File: src/rtl/ppap_pkg.sv
// ----------------------------------------------------------------------------
// ppap_pkg
// Types and constants shared by the plain-text PPM pixel parser.
// ----------------------------------------------------------------------------
package ppap_pkg;

  typedef enum logic [2:0] {
    PH_P, PH_3, PH_SP, PH_W, PH_H, PH_MAX, PH_PIX, PH_WAIT
  } phase_e;

  typedef enum logic [1:0] {
    KIND_HEADER = 2'd0,
    KIND_PIXEL  = 2'd1,
    KIND_ERROR  = 2'd2
  } kind_e;

  typedef enum logic [2:0] {
    ERR_NONE     = 3'd0,
    ERR_MAGIC    = 3'd1,
    ERR_CHAR     = 3'd2,
    ERR_MAXVAL   = 3'd3,
    ERR_SAMPLE   = 3'd4,
    ERR_DIM      = 3'd5,
    ERR_EARLY    = 3'd6
  } err_e;

  typedef enum logic [1:0] {
    ST_IDLE, ST_DIV, ST_OUT
  } seq_e;

  localparam logic [16:0] TokenCap = 17'd65536;
  localparam logic [7:0]  ChHash   = 8'h23;
  localparam logic [7:0]  ChP      = 8'h50;
  localparam logic [7:0]  Ch3      = 8'h33;
  localparam logic [7:0]  ChLf     = 8'h0a;
  localparam logic [7:0]  Ch0      = 8'h30;
  localparam logic [7:0]  Ch9      = 8'h39;
  localparam logic [7:0]  FullScale = 8'hff;

  typedef struct packed {
    logic [7:0] data_byte;
    logic       end_of_input;
  } in_t;

  typedef struct packed {
    logic [1:0]  result_kind;
    logic [12:0] image_width;
    logic [12:0] image_height;
    logic [7:0]  red_value;
    logic [7:0]  green_value;
    logic [7:0]  blue_value;
    logic        last_item;
    logic [2:0]  error_code;
  } out_t;

  typedef struct packed {
    logic        start;
    logic [23:0] dividend;
    logic [15:0] divisor;
  } div_req_t;

endpackage

File: src/rtl/ppap_divider.sv
// ----------------------------------------------------------------------------
// ppap_divider
// Restoring divider, two quotient bits per cycle, 8-bit quotient.
// ----------------------------------------------------------------------------
module ppap_divider
  import ppap_pkg::*;
(
  input  logic       clk_i,
  input  logic       rst_ni,
  input  div_req_t   req_i,
  output logic       done_o,
  output logic [7:0] quot_o
);

  logic [23:0] rem_q, rem_d;
  logic [15:0] dvs_q, dvs_d;
  logic [7:0]  quo_q, quo_d;
  logic [2:0]  cnt_q, cnt_d;
  logic        busy_q, busy_d;

  always_comb begin
    logic [24:0] trial;
    logic [24:0] r;
    logic [2:0]  sh;
    rem_d  = rem_q;
    dvs_d  = dvs_q;
    quo_d  = quo_q;
    cnt_d  = cnt_q;
    busy_d = busy_q;
    done_o = 1'b0;
    trial  = '0;
    r      = '0;
    sh     = '0;
    if (req_i.start) begin
      rem_d  = req_i.dividend;
      dvs_d  = req_i.divisor;
      quo_d  = '0;
      cnt_d  = 3'd0;
      busy_d = 1'b1;
    end else if (busy_q) begin
      r = {1'b0, rem_q};
      for (int k = 0; k < 2; k++) begin
        sh = {cnt_q[1:0], 1'(k)};
        trial = {2'b0, dvs_q, 7'd0} >> sh;
        if (r >= trial) begin
          r = r - trial;
          quo_d[3'd7 - sh] = 1'b1;
        end
      end
      rem_d = r[23:0];
      cnt_d = cnt_q + 3'd1;
      if (cnt_q == 3'd3) begin
        busy_d = 1'b0;
      end
    end
    if (busy_q && !req_i.start && cnt_q == 3'd3) begin
      done_o = 1'b1;
    end
  end

  assign quot_o = quo_q;

  always_ff @(posedge clk_i or negedge rst_ni) begin
    if (!rst_ni) begin
      busy_q <= 1'b0;
      cnt_q  <= '0;
    end else begin
      busy_q <= busy_d;
      cnt_q  <= cnt_d;
    end
  end

  always_ff @(posedge clk_i) begin
    rem_q <= rem_d;
    dvs_q <= dvs_d;
    quo_q <= quo_d;
  end

endmodule

File: src/rtl/ppm_ascii_pixel_parser_core.sv
// ----------------------------------------------------------------------------
// ppm_ascii_pixel_parser_core
// Byte-serial plain-text PPM parser with an iterative sample scaler.
// ----------------------------------------------------------------------------
// A byte that closes a sample token starts the scaling 255*value/maxval,
// which runs through a shared divider that produces two quotient bits a
// cycle; no byte is taken while it runs. One byte is taken at a time, and
// a result waits in the output register until it is taken.
module ppm_ascii_pixel_parser_core
  import ppap_pkg::*;
#(
  parameter int MAX_DIMENSION = 4096,
  parameter int MAX_SAMPLE    = 65535
) (
  input  logic clk_i,
  input  logic rst_ni,
  input  in_t  in_data_i,
  input  logic in_valid_i,
  output logic in_ready_o,
  output out_t out_data_o,
  output logic out_valid_o,
  input  logic out_ready_i
);

  localparam logic [16:0] MaxDim = 17'(MAX_DIMENSION);
  localparam logic [16:0] MaxSmp = 17'(MAX_SAMPLE);

  phase_e      ph_q, ph_d;
  seq_e        st_q, st_d;
  logic        cmt_q, cmt_d, tok_q, tok_d, eoi_q, eoi_d;
  logic [16:0] val_q, val_d;
  logic [12:0] w_q, w_d, h_q, h_d, col_q, col_d, row_q, row_d;
  logic [15:0] max_q, max_d;
  logic [1:0]  ci_q, ci_d;
  logic [7:0]  rh_q, rh_d, gh_q, gh_d;
  out_t        res_q, res_d;
  logic        ov_q, ov_d;
  div_req_t    dreq;
  logic        ddone;
  logic [7:0]  quot;

  ppap_divider u_div (
    .clk_i  (clk_i),
    .rst_ni (rst_ni),
    .req_i  (dreq),
    .done_o (ddone),
    .quot_o (quot)
  );

  assign in_ready_o  = (st_q == ST_IDLE) && !ov_q;
  assign out_valid_o = ov_q;
  assign out_data_o  = res_q;

  always_comb begin
    st_d = st_q;
    case (st_q)
      ST_IDLE: if (dreq.start) st_d = ST_DIV;
      ST_DIV:  if (ddone) st_d = ST_OUT;
      ST_OUT:  st_d = ST_IDLE;
      default: st_d = ST_IDLE;
    endcase
  end

  always_comb begin
    logic [7:0]  c;
    logic        sp, dig, emit, fin, last, cl, rl;
    logic [20:0] t;
    out_t        r;
    c = in_data_i.data_byte;
    sp = (c == 8'd32) || (c >= 8'd9 && c <= 8'd13);
    dig = (c >= Ch0) && (c <= Ch9);
    ph_d = ph_q; cmt_d = cmt_q; tok_d = tok_q; val_d = val_q;
    w_d = w_q; h_d = h_q; max_d = max_q; ci_d = ci_q;
    rh_d = rh_q; gh_d = gh_q; col_d = col_q; row_d = row_q; eoi_d = eoi_q;
    res_d = res_q;
    ov_d = ov_q && !out_ready_i;
    dreq.start = 1'b0;
    dreq.dividend = {8'd0, val_q[15:0]} * 24'(FullScale);
    dreq.divisor = max_q;
    r = '0; emit = 1'b0; fin = 1'b0; last = 1'b0;
    t = '0; cl = 1'b0; rl = 1'b0;
    if (st_q == ST_IDLE && in_valid_i && in_ready_o) begin
      if (in_data_i.end_of_input) begin
        if (ph_q != PH_WAIT) begin
          fin = tok_q;
          eoi_d = 1'b1;
          if (!fin || ph_q == PH_W || ph_q == PH_H) begin
            r.result_kind = KIND_ERROR;
            r.error_code = ERR_EARLY;
            emit = 1'b1;
            if (fin && val_q > MaxDim) r.error_code = ERR_DIM;
            fin = 1'b0;
          end
        end
        if (!fin) begin
          ph_d = PH_P; cmt_d = 1'b0; tok_d = 1'b0; val_d = '0; ci_d = '0;
        end
      end else begin
        case (ph_q)
          PH_P: if (c == ChP) ph_d = PH_3; else begin
            r.result_kind = KIND_ERROR; r.error_code = ERR_MAGIC; emit = 1'b1;
          end
          PH_3: if (c == Ch3) ph_d = PH_SP; else begin
            r.result_kind = KIND_ERROR; r.error_code = ERR_MAGIC; emit = 1'b1;
          end
          PH_SP: if (sp) ph_d = PH_W; else begin
            r.result_kind = KIND_ERROR; r.error_code = ERR_MAGIC; emit = 1'b1;
          end
          PH_W, PH_H, PH_MAX, PH_PIX: begin
            if (cmt_q) begin
              if (c == ChLf) cmt_d = 1'b0;
            end else if (dig) begin
              tok_d = 1'b1;
              t = {4'd0, val_q} * 21'd10 + 21'(c - Ch0);
              val_d = (t > 21'(TokenCap)) ? TokenCap : t[16:0];
            end else if (sp || c == ChHash) begin
              if (c == ChHash) cmt_d = 1'b1;
              fin = tok_q;
              eoi_d = 1'b0;
            end else begin
              r.result_kind = KIND_ERROR; r.error_code = ERR_CHAR; emit = 1'b1;
            end
          end
          default: ;
        endcase
      end
      if (fin) begin
        tok_d = 1'b0; val_d = '0;
        case (ph_q)
          PH_W, PH_H: begin
            if (val_q > MaxDim) begin
              r.result_kind = KIND_ERROR; r.error_code = ERR_DIM; emit = 1'b1;
            end else if (ph_q == PH_W) begin
              w_d = val_q[12:0]; ph_d = PH_H;
            end else begin
              h_d = val_q[12:0]; ph_d = PH_MAX;
            end
          end
          PH_MAX: begin
            if (val_q == '0 || val_q > MaxSmp) begin
              r.result_kind = KIND_ERROR; r.error_code = ERR_MAXVAL;
            end else begin
              max_d = val_q[15:0]; col_d = '0; row_d = '0; ci_d = '0;
              last = (w_q == '0) || (h_q == '0);
              r.result_kind = KIND_HEADER; r.image_width = w_q;
              r.image_height = h_q; r.last_item = last;
              ph_d = last ? PH_WAIT : PH_PIX;
              if (!last && in_data_i.end_of_input) begin
                r = '0; r.result_kind = KIND_ERROR; r.error_code = ERR_EARLY;
              end
            end
            emit = 1'b1;
          end
          PH_PIX: begin
            if ({1'b0, val_q} > {2'b0, max_q}) begin
              r.result_kind = KIND_ERROR; r.error_code = ERR_SAMPLE; emit = 1'b1;
            end else begin
              dreq.start = 1'b1;
            end
          end
          default: ;
        endcase
        if (in_data_i.end_of_input && !dreq.start) begin
          ph_d = PH_P; cmt_d = 1'b0; tok_d = 1'b0; val_d = '0; ci_d = '0;
          emit = 1'b1;
        end
      end
      if (emit && r.result_kind == KIND_ERROR && !in_data_i.end_of_input) begin
        ph_d = PH_WAIT; cmt_d = 1'b0; tok_d = 1'b0; val_d = '0;
      end
    end else if (st_q == ST_OUT) begin
      case (ci_q)
        2'd0: begin rh_d = quot; ci_d = 2'd1; end
        2'd1: begin gh_d = quot; ci_d = 2'd2; end
        default: begin
          ci_d = 2'd0;
          cl = (14'(col_q) + 14'd1) >= 14'(w_q);
          rl = (14'(row_q) + 14'd1) >= 14'(h_q);
          last = cl && rl;
          r.result_kind = KIND_PIXEL; r.red_value = rh_q;
          r.green_value = gh_q; r.blue_value = quot; r.last_item = last;
          emit = 1'b1;
          if (cl) begin col_d = '0; row_d = row_q + 13'd1; end
          else col_d = col_q + 13'd1;
          if (last) ph_d = PH_WAIT;
        end
      endcase
      if (eoi_q) begin
        if (!(emit && last)) begin
          r = '0; r.result_kind = KIND_ERROR; r.error_code = ERR_EARLY;
          emit = 1'b1;
        end
        ph_d = PH_P; cmt_d = 1'b0; tok_d = 1'b0; val_d = '0; ci_d = '0;
      end
    end
    if (emit) begin
      res_d = r; ov_d = 1'b1;
    end
  end

  always_ff @(posedge clk_i or negedge rst_ni) begin
    if (!rst_ni) begin
      ph_q <= PH_P; st_q <= ST_IDLE; cmt_q <= 1'b0; tok_q <= 1'b0;
      val_q <= '0; ci_q <= '0; ov_q <= 1'b0; eoi_q <= 1'b0;
      w_q <= '0; h_q <= '0; max_q <= '0; col_q <= '0; row_q <= '0;
      rh_q <= '0; gh_q <= '0;
    end else begin
      ph_q <= ph_d; st_q <= st_d; cmt_q <= cmt_d; tok_q <= tok_d;
      val_q <= val_d; ci_q <= ci_d; ov_q <= ov_d; eoi_q <= eoi_d;
      w_q <= w_d; h_q <= h_d; max_q <= max_d; col_q <= col_d; row_q <= row_d;
      rh_q <= rh_d; gh_q <= gh_d;
    end
  end

  always_ff @(posedge clk_i) begin
    res_q <= res_d;
  end

  a_no_accept_busy: assert property (@(posedge clk_i) disable iff (!rst_ni)
    (st_q != ST_IDLE) |-> !in_ready_o) else $error("accepted while scaling");
  a_div_done: assert property (@(posedge clk_i) disable iff (!rst_ni)
    (st_q == ST_IDLE && st_d == ST_DIV) |=> (st_q == ST_DIV) [*4] ##1 (st_q == ST_OUT))
    else $error("divider latency");
  a_tok_cap: assert property (@(posedge clk_i) disable iff (!rst_ni)
    val_q <= TokenCap) else $error("token above cap");

endmodule
File: config.mk
export PLATFORM = sky130hd
export DESIGN_NAME = ppm_ascii_pixel_parser_core
export DESIGN_NICKNAME = d
export VERILOG_FILES = /design/src/rtl/ppap_pkg.sv /design/src/rtl/ppap_divider.sv /design/src/rtl/ppm_ascii_pixel_parser_core.sv
export SDC_FILE = /design/constraint.sdc
export NUM_CORES = 1
export LEC_CHECK = 0
export ABC_CLOCK_PERIOD_IN_PS = 7500
export BUFFER_PORTS_ARGS = -buffer_cell sky130_fd_sc_hd__buf_2
export CAP_MARGIN = 10
export CORE_ASPECT_RATIO = 1.75
export CORE_MARGIN = 2
export CORE_UTILIZATION = 64
export DETAILED_ROUTE_END_ITERATION = 8
export PLACE_DENSITY = 0.82
export SLEW_MARGIN = 30
export SYNTH_ARGS = -nofsm -noshare
export SYNTH_HDL_FRONTEND = slang
export SYNTH_SLANG_ARGS = --single-unit
File: constraint.sdc
create_clock -name clk_i -period 7.5 [get_ports clk_i]
set_clock_uncertainty 0.05 [all_clocks]
set_input_delay 1.5 -clock clk_i [delete_from_list [all_inputs] [get_ports clk_i]]
set_output_delay 1.5 -clock clk_i [all_outputs]
set_load 0.02 [all_outputs]
Yosys cells after proc, flatten, opt, wreduce, memory -nomap -nowiden
Index checks and enable logic that the tools add are counted.
{"block": "op_classes", "n_addsub": 11, "multipliers": 2, "order_cmp": 16, "eq_ne": 31, "n_shift": 2, "mux": 185, "bitwise_logic": 6, "n_reduce_logical": 58}
{"op": "two-way mux 56 bit", "n": 7}
{"op": "two-way mux 17 bit", "n": 11}
{"op": "two-way mux 13 bit", "n": 11}
{"op": "two-way mux 51 bit", "n": 2}
{"op": "two-way mux 25 bit", "n": 4}
{"op": "two-way mux 1 bit", "n": 81}
{"op": "two-way mux 24 bit", "n": 3}
{"op": "two-way mux 3 bit", "n": 23}
{"op": "two-way mux 2 bit", "n": 27}
{"op": "right shift 23 x 3 -> 25 bit", "n": 2}
{"op": "two-way mux 8 bit", "n": 4}
{"op": "adder 13 x 1 -> 14 bit, second input constant", "n": 2}
{"op": "greater-or-equal comparator 14 x 13 -> 1 bit", "n": 2}
{"op": "adder 13 x 1 -> 13 bit, second input constant", "n": 2}
{"op": "zero test 13 bit", "n": 2}
{"op": "greater-or-equal comparator 24 x 25 -> 1 bit", "n": 1}
{"op": "greater-or-equal comparator 25 bit", "n": 1}
{"op": "subtractor 24 x 25 -> 25 bit", "n": 1}
{"op": "== test 8 x 6 -> 1 bit, second input constant", "n": 3}
{"op": "multiplier 16 x 8 -> 24 bit, second input constant", "n": 1}
{"op": "subtractor 24 bit", "n": 1}
{"op": "adder 21 bit", "n": 1}
{"op": "> comparator 21 x 17 -> 1 bit, second input constant", "n": 1}
{"op": "multiplier 17 x 3 -> 20 bit, second input constant", "n": 1}
{"op": "50 further kinds", "n": 117}
{"block": "word_totals", "reg_bits": 220, "inputBits": 13, "out_inout_bits": 58, "word_cells": 339}

Longest topological paths before layout
Gate-level depths: netlist (run 1).
{"block": "depth", "depth_word": 21, "ltp_mapped": 29}

Modules after synthesis
Synthesis (run 1) repeated with hierarchy kept, for this count alone.
{"block": "hier_totals", "cells_unflattened": 2051, "hier_area_um2": 19358.6}
{"module": "ppm_ascii_pixel_parser_core", "n_inst": 1, "cells_each": 1405, "area_per_inst_um2": 13958.4, "seq_area_each_um2": 4484.3}
{"module": "ppap_divider", "n_inst": 1, "cells_each": 646, "area_per_inst_um2": 5400.2, "seq_area_each_um2": 1461.4}

Worst setup path after synthesis (run 1)
Ideal clock, no wire load.
{"block": "synth_timing", "path_kind": "reg2reg", "from": "reg u_div.cnt_q[1]", "to": "reg u_div.rem_q[12] (data pin)", "setup_time_ps": 269, "arrival_ps": 6060, "required_time_ps": 7181, "path_slack_ps": 1121, "stages_incl_launch_ff": 27, "synth_period_minus_slack_ps": 6379, "path_cell_list": "dfrtp_1 > clkbuf_1 > mux2_2 > a22oi_1 > ha_1 > a211oi_1 > nor3_1 > a211oi_1 > a21oi_1 > o21ai_0 > clkbuf_1 > clkbuf_1 > nand2_1 > o21ai_0 > ha_1 > nor2b_1 > o2111ai_1 > nand3_1 > a41o_1 > a21o_1 > a222oi_1 > o211ai_1 > or2_2 > buf_2 > buf_2 > o21ai_0 > a21oi_1"}
{"block": "synth_via", "elab_chain_cells": 9, "word_cells_on_any_way": 12, "classes_between": "add/sub (2); order compare (2); shift (2); mux (6)"}
{"element": "start: declaration", "line_no": "ppap_divider.sv:18", "text": "logic [2:0] cnt_q, cnt_d;"}
{"element": "start signal: assignment", "line_no": "ppap_divider.sv:69", "text": "cnt_q <= cnt_d;"}
{"element": "right shift 23 x 3 -> 25 bit", "line_no": "ppap_divider.sv:44", "text": "trial = {2'b0, dvs_q, 7'd0} >> sh;"}
{"element": "subtractor 24 x 25 -> 25 bit / greater-or-equal comparator 24 x 25 -> 1 bit (equally long branches)", "line_no": "ppap_divider.sv:46, ppap_divider.sv:45"}
{"element": "two-way mux 25 bit", "line_no": "ppap_divider.sv:45", "text": "if (r >= trial) begin"}
{"element": "two-way mux 25 bit", "line_no": "ppap_divider.sv:40", "text": "end else if (busy_q) begin"}
{"element": "two-way mux 25 bit", "line_no": "ppap_divider.sv:34", "text": "if (req_i.start) begin"}
{"element": "subtractor 24 bit / greater-or-equal comparator 25 bit (equally long branches)", "line_no": "ppap_divider.sv:46, ppap_divider.sv:45"}
{"element": "two-way mux 24 bit (*)", "line_no": "ppap_divider.sv:45"}
{"element": "two-way mux 24 bit (*)", "line_no": "ppap_divider.sv:40"}
{"element": "two-way mux 24 bit (*)", "line_no": "ppap_divider.sv:34"}
{"element": "net u_div.rem_d[12]", "line_no": "ppap_divider.sv:15", "text": "logic [23:0] rem_q, rem_d;"}
{"element": "end signal: assignment", "line_no": "ppap_divider.sv:74", "text": "rem_q <= rem_d;"}
{"element": "end: declaration", "line_no": "ppap_divider.sv:15"}
Mark *: on every way through the listed nets, which the timed path passes. The rest lies on a longest branch. The select of a mux whose other input is x is not followed.
A chain may end at the register's enable or synchronous reset.

Worst setup path after layout (run 1)
{"block": "layout_timing", "from": "reg u_div.cnt_q[1]", "to": "reg u_div.rem_q[2] (data pin)"}
Same word-level chain as after synthesis.

==> metrics.cfg, run 1 <==
[yosys]
synth-edff-count=96
synth_seq_area_share_pct=32.19
synth_top_family_by_area=adder cells
synth-xor-area-share_pct=5.073
ys_warn_count=0
synthesis.nets=2288
synth-compound-area-share_pct=17.31
muxShareOfSynthArea_pct=2.513
synthSimpleGateAreaFrac_pct=15.40
syn_avg_cell_area_um2=9.283
synth_flop_cell=dfrtp_1
synth_cell_types=80
ys_top_cells_by_area=dfrtp_1, edfxtp_1, ha_1, fa_1, o21ai_0
synth_top_area_share_pct=15.71
yosysMostFrequentCell=ha_1
yosysTopAreaCell=dfrtp_1
synthArstFlopShare_pct=52.73
yosys-top-cells-count=ha_1, nand2_1, inv_1, o21ai_0, dfrtp_1
synth_fa_ha_area_share_pct=22.27
syn_area_mm2=0.01847
synthesis.instances=1990
ys_ff_latch=220

[place]
place.gp.congestion=0.9731
port_buffers=70
dp_hpwl_mm=37.51

[floorplan]
io_pins=71
die_w_um=132.4
fp.dieH_um=228.7
rows=82
initial_utilization_pct=64.77
coreArea_mm2=0.02852
dieArea_mm2=0.03029

[finish]
drive_gt1_share_pct=8.910
nNetsFinal=2347
area_growth_pct=8.297
insertedDiodeCount=0

[sta]
relSlewSlack_pct=37.51
rsz0062_at_grt=no
setup_viol=0
hold_viol=0
layout_min_cycle_time_ns=6.851
hold_slack_ns=0.4059
finalMaxSlewViolations=0
min_period_over_period_pct=91.34
fmax_mhz=146.0
final.setup.tns_ns=0
tightestPinTransition_ns=0.9374

[setup_path]
end_kind=flip-flop
critPathMaxStageDelay_ns=0.87
cp_max_fo=24
cpMostUsedCell=o21ai_0
crit_buf_inv=3
required_ns=7.68
crit_path_top_delay_cell=dfrtp_1
path_cells=and2_1, nor3_1, a21oi_1, inv_1, ha_1, nand3_1, o22ai_1, o21ai_0, a21oi_1, o21ai_2, buf_4, inv_1, nand3b_1, o21ai_0, ha_1, nand3_1, nor2_1, a221o_1, a222oi_1, o211ai_1, or2_2, o21ai_0, o21ai_0
cp-start-kind=flip-flop
crit_type=reg2reg
cp_top_family=compound AO/OA/AOI/OAI gates
cp.arrival_ns=7.04

[worst_hold_path]
min_path_type=reg2reg

[pwr]
switching_power_mw=1.385
finalPower_mw=3.930
swShare_pct=35.23
cellLeakagePower_nw=9.568
intPower_mw=2.546
seq_power_share_pct=37.9
p_clk_share_pct=29.6
comb_power_share_pct=32.5
power_density_mw_per_mm2=196.5
ir_drop_mv=0.1739

[cts]
cts_hold_buf=0
cts_buffer_depth=3
cts_resized=0
clk_latency_ns=0.52
cts_tree=done
cts_setup_buffers=0
numClockSinks=220
clk_pin_slew_ns=0.07
clockRootBuffer=clkbuf_16
cts_max_level=1
cts_buffers=22

[run_status]
status=finished clean

[route]
drc=0
drtIter0Drc=956
wl_mm=48.88
via_per_inst=6.221
drtPass1Iterations=6
dr_total_vias=15200
wl_per_cell_um=20.01
drtAntennaViolNets=0

[global_routing]
grt-ovfl-total=0
grt_pass1_wl_mm=78.65
grt_max_degree=62
grtUsageTotal_pct=32.34
antenna_found_initial=0
grt_pass1_vias=15680

[run]
drv_cap=0

[path summary, 6_finish.rpt]
path,startpoint,to,slack [ns],cells after the start
worst max-delay path,u_div.cnt_q[1],u_div.rem_q[2],0.65,23
worst min-delay path,max_q[7],u_div.dvs_q[7],0.41,0
worst max register to register,u_div.cnt_q[1],u_div.rem_q[2],0.65,23
worst min register to register,max_q[7],u_div.dvs_q[7],0.41,0
max in group asynchronous,rst_ni,max_q[14],5.16,2
min in group asynchronous,rst_ni,col_q[1],1.00,1
[metal layers]
layer / GRT usage [%] / vias up / part of all wire, %
met5: 0 / - / 0
met4: 23.05 / 0 / 8.4
met3: 3.149 / 186 / 3.7
met2: 60.10 / 472 / 52
met1: 33.47 / 7337 / 36
li1: - / 7204 / -
[sequential cells by signal (all words and copies together) (netlist names)]
name          flops
cmt_q             1
u_div.dvs_q      16
ph_q              3
tok_q             1
u_div.rem_q      24
gh_q              8
out_data_o       56
h_q              13
out_valid_o       1
w_q              13
val_q            17
eoi_q             1
rh_q              8
st_q              2
u_div.cnt_q       3
col_q            13
u_div.busy_q      1
u_div.quot_o      8
max_q            16
ci_q              2
row_q            13
[power by group through the flow]
stage | Clock, mW | Combinational (mW) | Sequential (mW)
finish | 1.16 | 1.28 | 1.49
global route | 1.23 | 1.39 | 1.50
CTS | 1.18 | 1.26 | 1.49
detailed placement | 0 | 1.25 | 1.51
global placement | 0 | 1.24 | 1.51
floorplan | 0 | 0.863 | 1.56
[final cells by class]
type | instances | area [µm²]
clock buffer | 24 | 558.0
clock inverter | 16 | 197.7
fill | 2239 | 8517
inverter | 177 | 664.4
multi-input combinational | 1531 | 11590
sequential | 220 | 5946
tap | 378 | 473.0
timing repair buffer | 97 | 580.6
[through the flow]
step	utilization, %	setup slack, ns	std cells	instance area (µm²)
after global routing	70.14	0.2065	2443	20010
after CTS	70.13	0.6858	2443	20000
after floorplan	-	1.121	1990	18470
after global placement	67.48	0.8804	2403	19250
final	70.14	0.6493	2443	20010
after detailed placement	67.48	0.7561	2403	19250
[placed cells by master, fill, tap and decap left out, types with 51 or more instances in the layout]
cell type,netlist,layout
xnor2_1,74,74
nand2_1,209,209
o21ai_0,174,171
fa_1,73,73
a21oi_1,104,104
buf_2,2,69
dfrtp_1,116,116
ha_1,212,212
nand3_1,51,51
edfxtp_1,96,96
inv_1,176,176
nor2_1,114,114
[cells by family after synthesis]
logic type | Yosys count
compound gates | 508
xor+xnor | 107
simple gates | 588
fa+ha+maj | 285
flops | 220
buf+inv | 239
mux | 43
(Power assumes the default switching activity.)
==> run 2: changes to the inputs <==
--- a/config.mk
+++ b/config.mk
@@ -9,10 +9,9 @@
 export BUFFER_PORTS_ARGS = -buffer_cell sky130_fd_sc_hd__buf_2
 export CAP_MARGIN = 10
 export CORE_ASPECT_RATIO = 1.75
-export CORE_MARGIN = 2
 export CORE_UTILIZATION = 64
 export DETAILED_ROUTE_END_ITERATION = 8
-export PLACE_DENSITY = 0.82
+export PLACE_DENSITY = 0.93
 export SLEW_MARGIN = 30
 export SYNTH_ARGS = -nofsm -noshare
 export SYNTH_HDL_FRONTEND = slang
==> run 2 against run 1 <==
Net effect:
- worst setup slack better by 0.18 ns
- core utilization grew 0.56 points
- design area decreased by 0.43%
- register-to-register slack improved by 0.18 ns
- via count is 1.8% higher
- critical endpoint is now u_div.rem_q[10]
==> metrics.cfg, run 2 (same netlist as run 1, synthesis figures left out) <==
[run_status]
status=finished clean

[run]
drv_cap=0  ; unchanged

[sta]
rsz0062_at_grt=no
hold_viol=0  ; unchanged
relSlewSlack_pct=31.67  ; -5.8 points
final.setup.tns_ns=0  ; unchanged
hold_slack_ns=0.3995  ; -0.006334 ns
setup_viol=0  ; unchanged
min_period_over_period_pct=88.89  ; -2.5 points
postLayoutSetupSlackWorst_ns=0.8334  ; +0.1841 ns
fmax_mhz=150.0  ; +2.8%
finalMaxSlewViolations=0  ; unchanged
layout_min_cycle_time_ns=6.667  ; -0.1841 ns
tightestPinTransition_ns=1.025  ; +0.08762 ns

[route]
wl_mm=49.67  ; +1.6%
drtPass1Iterations=6  ; unchanged
drtIter0Drc=1013  ; +6.0%
wl_per_cell_um=20.40  ; +1.9%
drc=0  ; unchanged
drtAntennaViolNets=0  ; unchanged
via_per_inst=6.355  ; +2.2%
dr_total_vias=15480  ; +1.8%

[floorplan]
dieArea_mm2=0.02957  ; -2.4%
io_pins=71  ; unchanged
initial_utilization_pct=65.57  ; +0.80 points
die_w_um=130.4  ; -1.5%
fp.dieH_um=226.7  ; -0.87%
rows=81  ; -1.2%
coreArea_mm2=0.02817  ; -1.2%

[pwr]
p_clk_share_pct=28.0  ; -1.6 points
ir_drop_mv=0.1931  ; +11%
switching_power_mw=1.394  ; +0.71%
comb_power_share_pct=33.6  ; +1.1 points
swShare_pct=36.12  ; +0.89 points
finalPower_mw=3.860  ; -1.8%
seq_power_share_pct=38.4  ; +0.5 points
intPower_mw=2.466  ; -3.1%
cellLeakagePower_nw=9.538  ; -0.32%
power_density_mw_per_mm2=193.8  ; -1.3%

[finish]
area_growth_pct=7.830
largest_reg_flops=56  ; unchanged
final_cell_mix=ha_1, nand2_1, inv_1
nNetsFinal=2345  ; -0.085%
insertedDiodeCount=0  ; unchanged
ff_latch_area_mm2=0.005946  ; unchanged
drive_gt1_share_pct=9.069  ; +0.16 points
design_area_mm2=0.01992  ; -0.43%
fillers=2119  ; -5.4%
multi_input_area_mm2=0.01159  ; unchanged
layout_commonest_cell=ha_1

[worst_hold_path]
min_delay_path_depth=0  ; unchanged
min_path_type=reg2reg

[place]
place.gp.congestion=0.9270  ; -4.7%
dp_hpwl_mm=38.20  ; +1.8%
pre_cts_slack_ns=0.8084  ; +0.05229 ns
place_area_mm2=0.01922  ; -0.12%
port_buffers=70  ; unchanged

[global_routing]
grt-ovfl-total=0  ; unchanged
grtUsageMet3_pct=4.200  ; +1.1 points
grt_max_degree=61  ; -1.6%
grt_pass1_vias=15990  ; +2.0%
grt_pass1_wl_mm=79.25  ; +0.77%
antenna_found_initial=0  ; unchanged
grt.met2_usage_pct=63.44  ; +3.3 points
grtUsageTotal_pct=34.93  ; +2.6 points
grt-busiest-layer=met2
grt_use_met1_pct=35.97  ; +2.5 points

[cts]
cts_resized=0  ; unchanged
numClockSinks=220  ; unchanged
cts_buffer_depth=3  ; unchanged
cts_hold_buf=0  ; unchanged
clk_latency_ns=0.53  ; about the same
cts_setup_buffers=0  ; unchanged
cts_max_level=1  ; unchanged
clockRootBuffer=clkbuf_16
cts_buffers=21  ; -4.5%
cts_tree=done
clk_pin_slew_ns=0.07  ; about the same

[setup_path]
critPathMaxStageDelay_ns=0.65  ; -0.22 ns
cp-start-kind=flip-flop
crit_path_top_delay_cell=dfrtp_1
cp_max_fo=15  ; -38%
path_cells=buf_4, mux2i_1, nor2_1, a31oi_1, ha_1, nand4_1, nor4_1, a2111oi_0, a21oi_1, o21ai_2, o21ai_0, ha_1, nor2b_1, o2111ai_1, nand3_1, a41o_1, a21o_1, a222oi_1, o211ai_1, or2_2, mux2i_1, o21ai_0
reg2reg_depth=22  ; -4.3%
end_kind=flip-flop
crit_type=reg2reg
required_ns=7.71  ; +0.03 ns
cp.arrival_ns=6.87  ; -0.17 ns

==> run 2: cell count changes in the layout (fill, tap and decap cells not counted), sizes merged <==
cell	change
bufinv	-4
clkbuf	+3
clkinv	-3
inv	+2
buf	-1
==> run 2: power groups by stage <==
stage,clock network [mW],logic (mW),registers [mW]
finish,1.08,1.30,1.48
global route,1.13,1.42,1.49
CTS,1.08,1.29,1.48
detailed placement,0,1.28,1.50
global placement,0,1.26,1.50
floorplan,0,0.863,1.56
==> run 2: cell type report <==
type	count	area share (%)
clock buffer	27	3.116
clock inverter	11	0.3769
inverter	177	3.335
multi-input combinational	1531	58.17
sequential	220	29.85
tap	373	2.343
timing repair buffer	96	2.814
==> run 2: per-layer routing <==
metal / wire length, µm / part of all wire, %
met1: 17080 / 34
met4: 4110 / 8.3
met2: 26130 / 53
met5: 0 / 0
met3: 2338 / 4.7
==> run 2: final timing paths <==
check                      slack (ns)         endpoint            from
min in group asynchronous        0.98         col_q[2]          rst_ni
min reg2reg                      0.40   u_div.dvs_q[3]        max_q[3]
max in group asynchronous        5.17         max_q[0]          rst_ni
min                              0.40   u_div.dvs_q[3]        max_q[3]
max reg2reg                      0.83  u_div.rem_q[10]  u_div.cnt_q[1]
max                              0.83  u_div.rem_q[10]  u_div.cnt_q[1]
==> run 2: through the flow <==
stage,std cells,util (%)
4_1_cts,2435,70.69
2_1_floorplan,1990,-
6_report,2435,70.70
5_1_grt,2435,70.70
3_5_place_dp,2397,68.23
3_3_place_gp,2397,68.22
==> run 2: critical path: cells and delay by family (launching register included) <==
family / cells / cell delay [ns]
mux: 2 / 0.45
flops: 1 / 0.65
buf+inv: 1 / 0.27
simple gates: 6 / 1.50
compound gates: 11 / 2.84
fa+ha+maj: 2 / 0.62
